<file path="src/swdr_pkg.sv">
`timescale 1ns / 1ps
// ----------------------------------------------------------------------------
// swdr_pkg
// Shared widths, operation codes and the command and status groups that pass
// between the controller and the datapath of the detrended RMS core.
// ----------------------------------------------------------------------------
package swdr_pkg;

	localparam int EW         = 48;        // profile width
	localparam int HW         = EW / 2;    // half of the profile width
	localparam int SAMPLE_W   = 16;
	localparam int WL_W       = 11;
	localparam int WL_RESET   = 16;
	localparam int WL_MIN     = 3;
	localparam int FRAC_SHIFT = 32;        // two times the 16 fraction bits
	localparam int QW         = 2 * EW + FRAC_SHIFT;
	localparam int RMS_W      = 48;
	localparam int WS_W       = 32;

	// Steps of the closing multiply sequence, in the order they run.
	typedef enum logic [3:0] {
		OP_NSXX = 4'd0,  // n * Sxx
		OP_SXSX = 4'd1,  // Sx * Sx, gives the fit denominator
		OP_NSEE = 4'd2,  // n * See
		OP_SESE = 4'd3,  // Se * Se, gives Syy
		OP_NSXE = 4'd4,  // n * Sxe
		OP_SXSE = 4'd5,  // Sx * Se, gives |Sxy|
		OP_SYDD = 4'd6,  // Syy * D
		OP_SXY2 = 4'd7,  // Sxy * Sxy, gives the numerator
		OP_NN   = 4'd8,  // n * n
		OP_DEN  = 4'd9   // n^2 * D
	} op_t;

	typedef struct packed {
		logic accept;
		logic pass_start;
		logic mul_start;
		op_t  op;
		logic div_start;
		logic sqrt_start;
		logic out_load;
	} cmd_t;

	typedef struct packed {
		logic win_ok;
		logic pass_done;
		logic mul_done;
		logic div_done;
		logic sqrt_done;
	} status_t;

endpackage

</file>
<file path="src/swdr_ctrl.sv">
`timescale 1ns / 1ps
// ----------------------------------------------------------------------------
// swdr_ctrl
// Sequencer: takes an item and, if its window is full, runs the window pass,
// the multiply chain, division and square root, then loads the output register.
// ----------------------------------------------------------------------------
module swdr_ctrl
	import swdr_pkg::*;
(
	input  logic    clk,
	input  logic    arst_n,
	input  logic    s_tvalid,
	output logic    s_tready,
	input  logic    m_tready,
	output logic    m_tvalid,
	input  status_t st,
	output cmd_t    cmd
);

	typedef enum logic [9:0] {
		S_IDLE  = 10'b00_0000_0001,
		S_CHECK = 10'b00_0000_0010,
		S_PASS  = 10'b00_0000_0100,
		S_MGO   = 10'b00_0000_1000,
		S_MUL   = 10'b00_0001_0000,
		S_DGO   = 10'b00_0010_0000,
		S_DIV   = 10'b00_0100_0000,
		S_SGO   = 10'b00_1000_0000,
		S_SQRT  = 10'b01_0000_0000,
		S_OUT   = 10'b10_0000_0000
	} state_t;

	state_t state_q, state_d;
	op_t    op_q, op_d;
	logic   out_valid_q;

	function automatic op_t next_op(input op_t op);
		op_t r;
		unique case (op)
			OP_NSXX: r = OP_SXSX;
			OP_SXSX: r = OP_NSEE;
			OP_NSEE: r = OP_SESE;
			OP_SESE: r = OP_NSXE;
			OP_NSXE: r = OP_SXSE;
			OP_SXSE: r = OP_SYDD;
			OP_SYDD: r = OP_SXY2;
			OP_SXY2: r = OP_NN;
			OP_NN:   r = OP_DEN;
			default: r = OP_DEN;
		endcase
		return r;
	endfunction

	always_comb begin
		state_d = state_q;
		op_d    = op_q;
		cmd     = '0;
		cmd.op  = op_q;
		s_tready = 1'b0;
		unique case (state_q)
			S_IDLE: begin
				s_tready = 1'b1;
				if (s_tvalid) begin
					cmd.accept = 1'b1;
					state_d    = S_CHECK;
				end
			end
			S_CHECK: begin
				if (st.win_ok) begin
					cmd.pass_start = 1'b1;
					op_d           = OP_NSXX;
					state_d        = S_PASS;
				end else begin
					state_d = S_IDLE;
				end
			end
			S_PASS: begin
				if (st.pass_done) begin
					state_d = S_MGO;
				end
			end
			S_MGO: begin
				cmd.mul_start = 1'b1;
				state_d       = S_MUL;
			end
			S_MUL: begin
				if (st.mul_done) begin
					if (op_q == OP_DEN) begin
						state_d = S_DGO;
					end else begin
						op_d    = next_op(op_q);
						state_d = S_MGO;
					end
				end
			end
			S_DGO: begin
				cmd.div_start = 1'b1;
				state_d       = S_DIV;
			end
			S_DIV: begin
				if (st.div_done) begin
					state_d = S_SGO;
				end
			end
			S_SGO: begin
				cmd.sqrt_start = 1'b1;
				state_d        = S_SQRT;
			end
			S_SQRT: begin
				if (st.sqrt_done) begin
					state_d = S_OUT;
				end
			end
			S_OUT: begin
				if (!out_valid_q || m_tready) begin
					cmd.out_load = 1'b1;
					state_d      = S_IDLE;
				end
			end
			default: begin
				state_d = S_IDLE;
			end
		endcase
	end

	always_ff @(posedge clk or negedge arst_n) begin
		if (!arst_n) begin
			state_q     <= S_IDLE;
			op_q        <= OP_NSXX;
			out_valid_q <= 1'b0;
		end else begin
			state_q <= state_d;
			op_q    <= op_d;
			if (cmd.out_load) begin
				out_valid_q <= 1'b1;
			end else if (m_tready) begin
				out_valid_q <= 1'b0;
			end
		end
	end

	assign m_tvalid = out_valid_q;

endmodule

</file>
<file path="config.mk">
export PLATFORM = sky130hd
export DESIGN_NAME = swdr_ctrl
export DESIGN_NICKNAME = d
export VERILOG_FILES = /design/src/swdr_pkg.sv /design/src/swdr_ctrl.sv
export SDC_FILE = /design/constraint.sdc
export NUM_CORES = 1
export LEC_CHECK = 0
export ABC_CLOCK_PERIOD_IN_PS = 4200
export BUFFER_PORTS_ARGS = -buffer_cell sky130_fd_sc_hd__buf_2
export CAP_MARGIN = 10
export CORE_AREA = 5 5 60 73
export DETAILED_ROUTE_END_ITERATION = 10
export DIE_AREA = 0 0 65 78
export PLACE_DENSITY_LB_ADDON = 0.2
export SLEW_MARGIN = 5
export SYNTH_ARGS = -nofsm -noshare
export SYNTH_HDL_FRONTEND = slang
export SYNTH_SLANG_ARGS = --single-unit
</file>
<file path="constraint.sdc">
create_clock -name clk -period 4.2 [get_ports clk]
set_input_delay 0.42 -clock clk [delete_from_list [all_inputs] [get_ports clk]]
set_output_delay 0.42 -clock clk [all_outputs]
set_load 0.05 [all_outputs]
</file>
After elaboration in Yosys (flattened, before gate mapping)
Memories as Yosys holds them, arrays and structs flattened.
Index checks and enable logic that the tools add are counted.
- flip-flop bits (word level): 15
- bits in read-only memories: 64
- input port bits: 9
- output and inout bits: 12
- logic and storage cells: 54
- memories: 1
- equal/unequal tests: 19
- mux-type cells: 25
- reduce and logical (&&, ||, !) cells: 6
- memories (memory ; depth ; width ; read ports ; clocked after Yosys merged registers in ; wr ports ; RTL line ; text):
    (no name shown) ; 16 ; 4 ; 1 ; 0 ; 0 ; swdr_ctrl.sv:39 ; unique case (op)
- operator list (kind ; count):
    case mux 10 bit (10 select lines) ; 1
    two-way mux 10 bit ; 6
    inequality test 2 bit (second input constant) ; 8
    two-way mux 1 bit ; 12
    two-way mux 4 bit ; 3
    == test 10 x 1 -> 1 bit (second input constant) ; 1
    == test 10 bit (second input constant) ; 1
    == test 10 x 2 -> 1 bit (second input constant) ; 1
    == test 10 x 3 -> 1 bit (second input constant) ; 1
    == test 10 x 4 -> 1 bit (second input constant) ; 1
    == test 10 x 5 -> 1 bit (second input constant) ; 1
    == test 10 x 6 -> 1 bit (second input constant) ; 1
    == test 10 x 7 -> 1 bit (second input constant) ; 1
    == test 10 x 8 -> 1 bit (second input constant) ; 1
    == test 10 x 9 -> 1 bit (second input constant) ; 1
    case mux 4 bit (2 select lines) ; 1
    two-way mux 6 bit ; 1
    AND reduction 6 bit ; 1
    == test 4 bit (second input constant) ; 1
    AND reduction 4 bit ; 1
    nonzero test 2 bit ; 2
    two-way mux 3 bit ; 1
    logical NOT 1 bit ; 1
    logical OR 1 bit ; 1

Depth between registers and ports, before layout
- depth after elaboration: 5
- gate-level depth with buffers: 7
- gate-level depth less buffers: 7

Least setup slack after synthesis
Ideal clock, no wire load.
- kind: reg2out
- from: register state_q[9]
- to: output cmd[9] (netlist bit)
- arrival time: 1917 ps
- required time: 3780 ps
- slack: 1863 ps
- cell stages (with the launch flop): 6
- buffers on the path: 1
- path through: dfrtp_1 buf_2 nor4_1 nand3_1 inv_1 and2_1
- RTL lines (item ; RTL line ; text):
    from (decl) ; swdr_ctrl.sv:33 ; state_t state_q, state_d;
    from (signal assigned) ; swdr_ctrl.sv:132 ; state_q <= state_d;
    to (decl) ; swdr_ctrl.sv:17 ; output cmd_t cmd

==> impl_metrics.xml <==
<?xml version="1.0" encoding="UTF-8"?>
<metrics>
  <group name="floorplan">
    <metric name="floorplan_die_area" unit="um^2">5070</metric>
    <metric name="die_w" unit="um">65</metric>
    <metric name="floorplan.initialDensity" unit="%">29.3</metric>
    <metric name="floorplan.core_area" unit="um^2">3570</metric>
    <metric name="io-pin-count" unit="">21</metric>
    <metric name="floorplan.rows" unit="">24</metric>
    <metric name="die_y" unit="um">78</metric>
  </group>
  <group name="clocking">
    <metric name="cts.htree.levels" unit="">1</metric>
    <metric name="cts_hold_buf" unit="">0</metric>
    <metric name="number_of_gates_given_a_new_drive_strength_after_cts" unit="">0</metric>
    <metric name="cts.clk_slew.worst_paths" unit="ps">70</metric>
    <metric name="cts.root.buffer_cell" unit="">clkbuf_8</metric>
    <metric name="post_cts.repair.setup_buffers" unit="">0</metric>
    <metric name="cts_inserted_buffers" unit="">3</metric>
    <metric name="cts_tree" unit="">done</metric>
    <metric name="cts.path.max_buffers" unit="">2</metric>
    <metric name="clkSinkCount" unit="">15</metric>
    <metric name="clock_latency_reported_for_the_late_side_of_the_worst_skew_pair" unit="ps">250</metric>
  </group>
  <group name="grt">
    <metric name="globalRouteTotalUtil" unit="%">11.3</metric>
    <metric name="grt_pass1_vias" unit="">1022</metric>
    <metric name="largest_net_degree_at_the_start_of_global_routing" unit="">16</metric>
    <metric name="antenna_found_initial" unit="">0</metric>
    <metric name="grt_first_pass_wirelength" unit="mm">4.69</metric>
    <metric name="grt-ovfl-total" unit="">0</metric>
  </group>
  <group name="yosys">
    <metric name="synth_fa_ha_area_share" unit="%">3.59</metric>
    <metric name="synth_cell_type_count" unit="">36</metric>
    <metric name="ys_ff_latch" unit="">15</metric>
    <metric name="synth_top_family_by_area" unit="">simple AND/OR/NAND/NOR gates</metric>
    <metric name="ys.warnings.count" unit="">0</metric>
    <metric name="synthCells" unit="">116</metric>
    <metric name="syn_nets" unit="">128</metric>
    <metric name="syn-cell-area" unit="um^2">1050</metric>
    <metric name="synth.mux.area_fraction" unit="%">1.08</metric>
    <metric name="postSynthAreaPerCell" unit="um^2">9.02</metric>
    <metric name="parity_gate_share_of_the_synthesized_area_counting_xor_and_xnor_cells" unit="%">1.67</metric>
    <metric name="synth_sequential_area_ratio" unit="%">36.0</metric>
    <metric name="area_fraction_in_compound_gates_after_synthesis" unit="%">17.5</metric>
    <metric name="synth_area_in_simple_gates" unit="%">34.9</metric>
  </group>
  <group name="run">
    <metric name="max_cap_violations" unit="">0</metric>
  </group>
  <group name="cells_and_area">
    <metric name="layout-drive-gt1-share" unit="%">22.2</metric>
    <metric name="finalNetCount" unit="">148</metric>
    <metric name="filler_cell_count" unit="">370</metric>
    <metric name="finish.cell_count_without_fillers" unit="">174</metric>
    <metric name="fin_util" unit="%">34.0</metric>
    <metric name="layout-area-overhead-vs-synth" unit="%">16.1</metric>
    <metric name="most-common-layout-cells" unit="">buf_2, dfrtp_1, nor2_1</metric>
    <metric name="final_common_cell" unit="">buf_2</metric>
    <metric name="inserted_diodes" unit="">0</metric>
  </group>
  <group name="sta">
    <metric name="finalCriticalPeriod" unit="ps">2350</metric>
    <metric name="max_slew.worst_pin.slew" unit="ps">567</metric>
    <metric name="hold_viol" unit="">0</metric>
    <metric name="report.final.slew_viol_count" unit="">0</metric>
    <metric name="rsz0062_at_grt" unit="">false</metric>
    <metric name="setup_total_negative_slack" unit="ps">0</metric>
    <metric name="slew-limit-headroom" unit="%">61.9</metric>
    <metric name="setup_viol" unit="">0</metric>
    <metric name="fmax" unit="MHz">426</metric>
    <metric name="timing.final.crit_share" unit="%">55.9</metric>
    <metric name="finClkSkew" unit="ps">5.58</metric>
  </group>
  <group name="setup_path">
    <metric name="r2r.worst_path.cells" unit="">4</metric>
    <metric name="critical_path_arrival" unit="ps">1930</metric>
    <metric name="startpoint_type" unit="">register</metric>
    <metric name="critical_path.reg2reg.endpoint" unit="">op_q[0]$_DFFE_PN0P_</metric>
    <metric name="cp-end-kind" unit="">output port</metric>
    <metric name="reg2reg_setup_slack" unit="ps">2150</metric>
    <metric name="critical_path.reg2reg.startpoint" unit="">state_q[1]$_DFFE_PN0P_</metric>
    <metric name="worstPathMaxFanout" unit="">10</metric>
    <metric name="worst_endpoint_required_time" unit="ps">3780</metric>
    <metric name="setup.worst_path.class" unit="">reg -&gt; out</metric>
  </group>
  <group name="power">
    <metric name="power.internal" unit="W">0.000328</metric>
    <metric name="power" unit="W">0.000614</metric>
    <metric name="swShare" unit="%">46.6</metric>
    <metric name="ir_worst_vdd" unit="mV">0.273</metric>
    <metric name="share_seq_of_total_power" unit="%">34.1</metric>
    <metric name="power.clock.fraction" unit="%">19.6</metric>
    <metric name="power.static_leakage" unit="nW">0.572</metric>
    <metric name="power.net_switching" unit="W">0.000286</metric>
    <metric name="power_frac_comb" unit="%">46.3</metric>
    <metric name="p_per_area" unit="nW/um^2">506</metric>
  </group>
  <group name="drt">
    <metric name="route.detailed.vias_per_inst" unit="">5.34</metric>
    <metric name="routed_wirelength" unit="mm">2.51</metric>
    <metric name="drt_pre_antenna_iters" unit="">4</metric>
    <metric name="number_of_remaining_drc_errors" unit="">0</metric>
    <metric name="num_vias" unit="">930</metric>
    <metric name="wl_per_cell" unit="um">14.4</metric>
    <metric name="drt.antenna.violating_nets" unit="">0</metric>
    <metric name="detailedRoute.firstIterationViolations" unit="">100</metric>
  </group>
  <group name="min_path">
    <metric name="type_of_the_worst_min_delay_path" unit="">in -&gt; async</metric>
  </group>
  <group name="place">
    <metric name="buffers_on_ports" unit="">20</metric>
    <metric name="place.detailed.hpwl" unit="mm">1.98</metric>
    <metric name="placed_cells_incl_taps" unit="">170</metric>
    <metric name="place_congestion" unit="">0.824</metric>
  </group>
  <group name="status">
    <metric name="outcome" unit="">finished, final reports clean</metric>
  </group>
</metrics>
==> per-stage QoR <==
stage | hold WS [ps] | area (um^2) | setup WS (ps)
after floorplan | 124 | 1050 | 1860
after global placement | 358 | 1170 | 2140
after detailed placement | 356 | 1170 | 2120
after CTS | 83.0 | 1210 | 1850
after global routing | 91.7 | 1210 | 1680
final | 68.6 | 1210 | 1850
==> per-layer routing <==
layer,track usage [%],routed length [um],up-vias
met1,14.1,1130,455
met2,19.0,1240,17
met4,3.17,30,0
met3,2.89,113,3
li1,-,-,455
met5,0,0,-
==> how the worst max path moves through the flow <==
| stage | start | endpoint | slack [ps] | depth (start not counted) |
|---|---|---|---|---|
| after floorplan | state_q[9]$_DFFE_PN0P_ | cmd[9] | 1860 | 5 |
| after CTS | state_q[8]$_DFFE_PN0P_ | cmd[9] | 1850 | 5 |
| final | state_q[9]$_DFFE_PN0P_ | cmd[9] | 1850 | 5 |
| after detailed placement | state_q[9]$_DFFE_PN0P_ | cmd[9] | 2120 | 5 |
| after global placement | state_q[1]$_DFFE_PN0P_ | op_q[0]$_DFFE_PN0P_ | 2140 | 4 |
| after global routing | state_q[8]$_DFFE_PN0P_ | cmd[9] | 1680 | 5 |
==> layout make-up <==
type                            count  area (um^2)  area share, %
Multi-Input combinational cell     88          614           50.6
Clock buffer                        4         45.0           3.71
Inverter                            8         30.0           2.47
Tap cell                           39         48.8           4.02
Sequential cell                    15          377           31.0
Timing Repair Buffer               20          100           8.24
==> power by group through the flow <==
| stage | logic [W] | registers, W | clock network, W |
|---|---|---|---|
| after floorplan | 0.000185 | 0.000245 | 0 |
| after global placement | 0.000288 | 0.000211 | 0 |
| after detailed placement | 0.000288 | 0.000212 | 0 |
| after CTS | 0.000288 | 0.000210 | 0.000124 |
| after global routing | 0.000314 | 0.000216 | 0.000134 |
| final | 0.000285 | 0.000209 | 0.000120 |
==> state kept, by name (all words and copies together) (netlist names) <==
name      flops
op_q          4
m_tvalid      1
state_q      10
==> synthesized netlist by cell type (all sizes together) <==
cell / number / area, um^2
dfstp: 1 / 26.3
and3: 1 / 6.26
and4b: 1 / 10.0
nand2b: 4 / 25.0
ha: 3 / 37.5
nor2b: 3 / 18.8
o32ai: 2 / 36.3
o2111ai: 2 / 17.5
o22ai: 2 / 12.5
a211o: 1 / 8.76
nand2: 9 / 33.8
inv: 8 / 30.0
nor4: 4 / 61.3
nand3b: 2 / 15.0
nand4b: 1 / 23.8
o31a: 1 / 8.76
o21ai: 5 / 25.0
or4b: 1 / 10.0
and2b: 2 / 15.0
a21oi: 5 / 25.0
nand4: 3 / 18.8
xor2: 2 / 17.5
o31ai: 2 / 15.0
nor2: 12 / 45.0
dfrtp: 14 / 350
and2: 2 / 12.5
nand3: 7 / 35.0
mux2: 1 / 11.3
o311ai: 1 / 16.3
buf: 5 / 25.0
nor3: 7 / 35.0
o22a: 2 / 17.5
==> worst max-delay path: stages (launching register included) <==
cell and delay (ps):
dfrtp_1 470, nor4_1 510, nand3_1 210, inv_1 110
and2_1 120, buf_2 250
==> logic make-up after synthesis <==
kind of cell	after synthesis
DFF	15
and+or+nand+nor	59
muxes	1
xor gates and xnor gates	2
buffers and inverters	13
adders and majority gates	3
AOI/OAI and AO/OA	23
(Power assumes the default switching activity.)
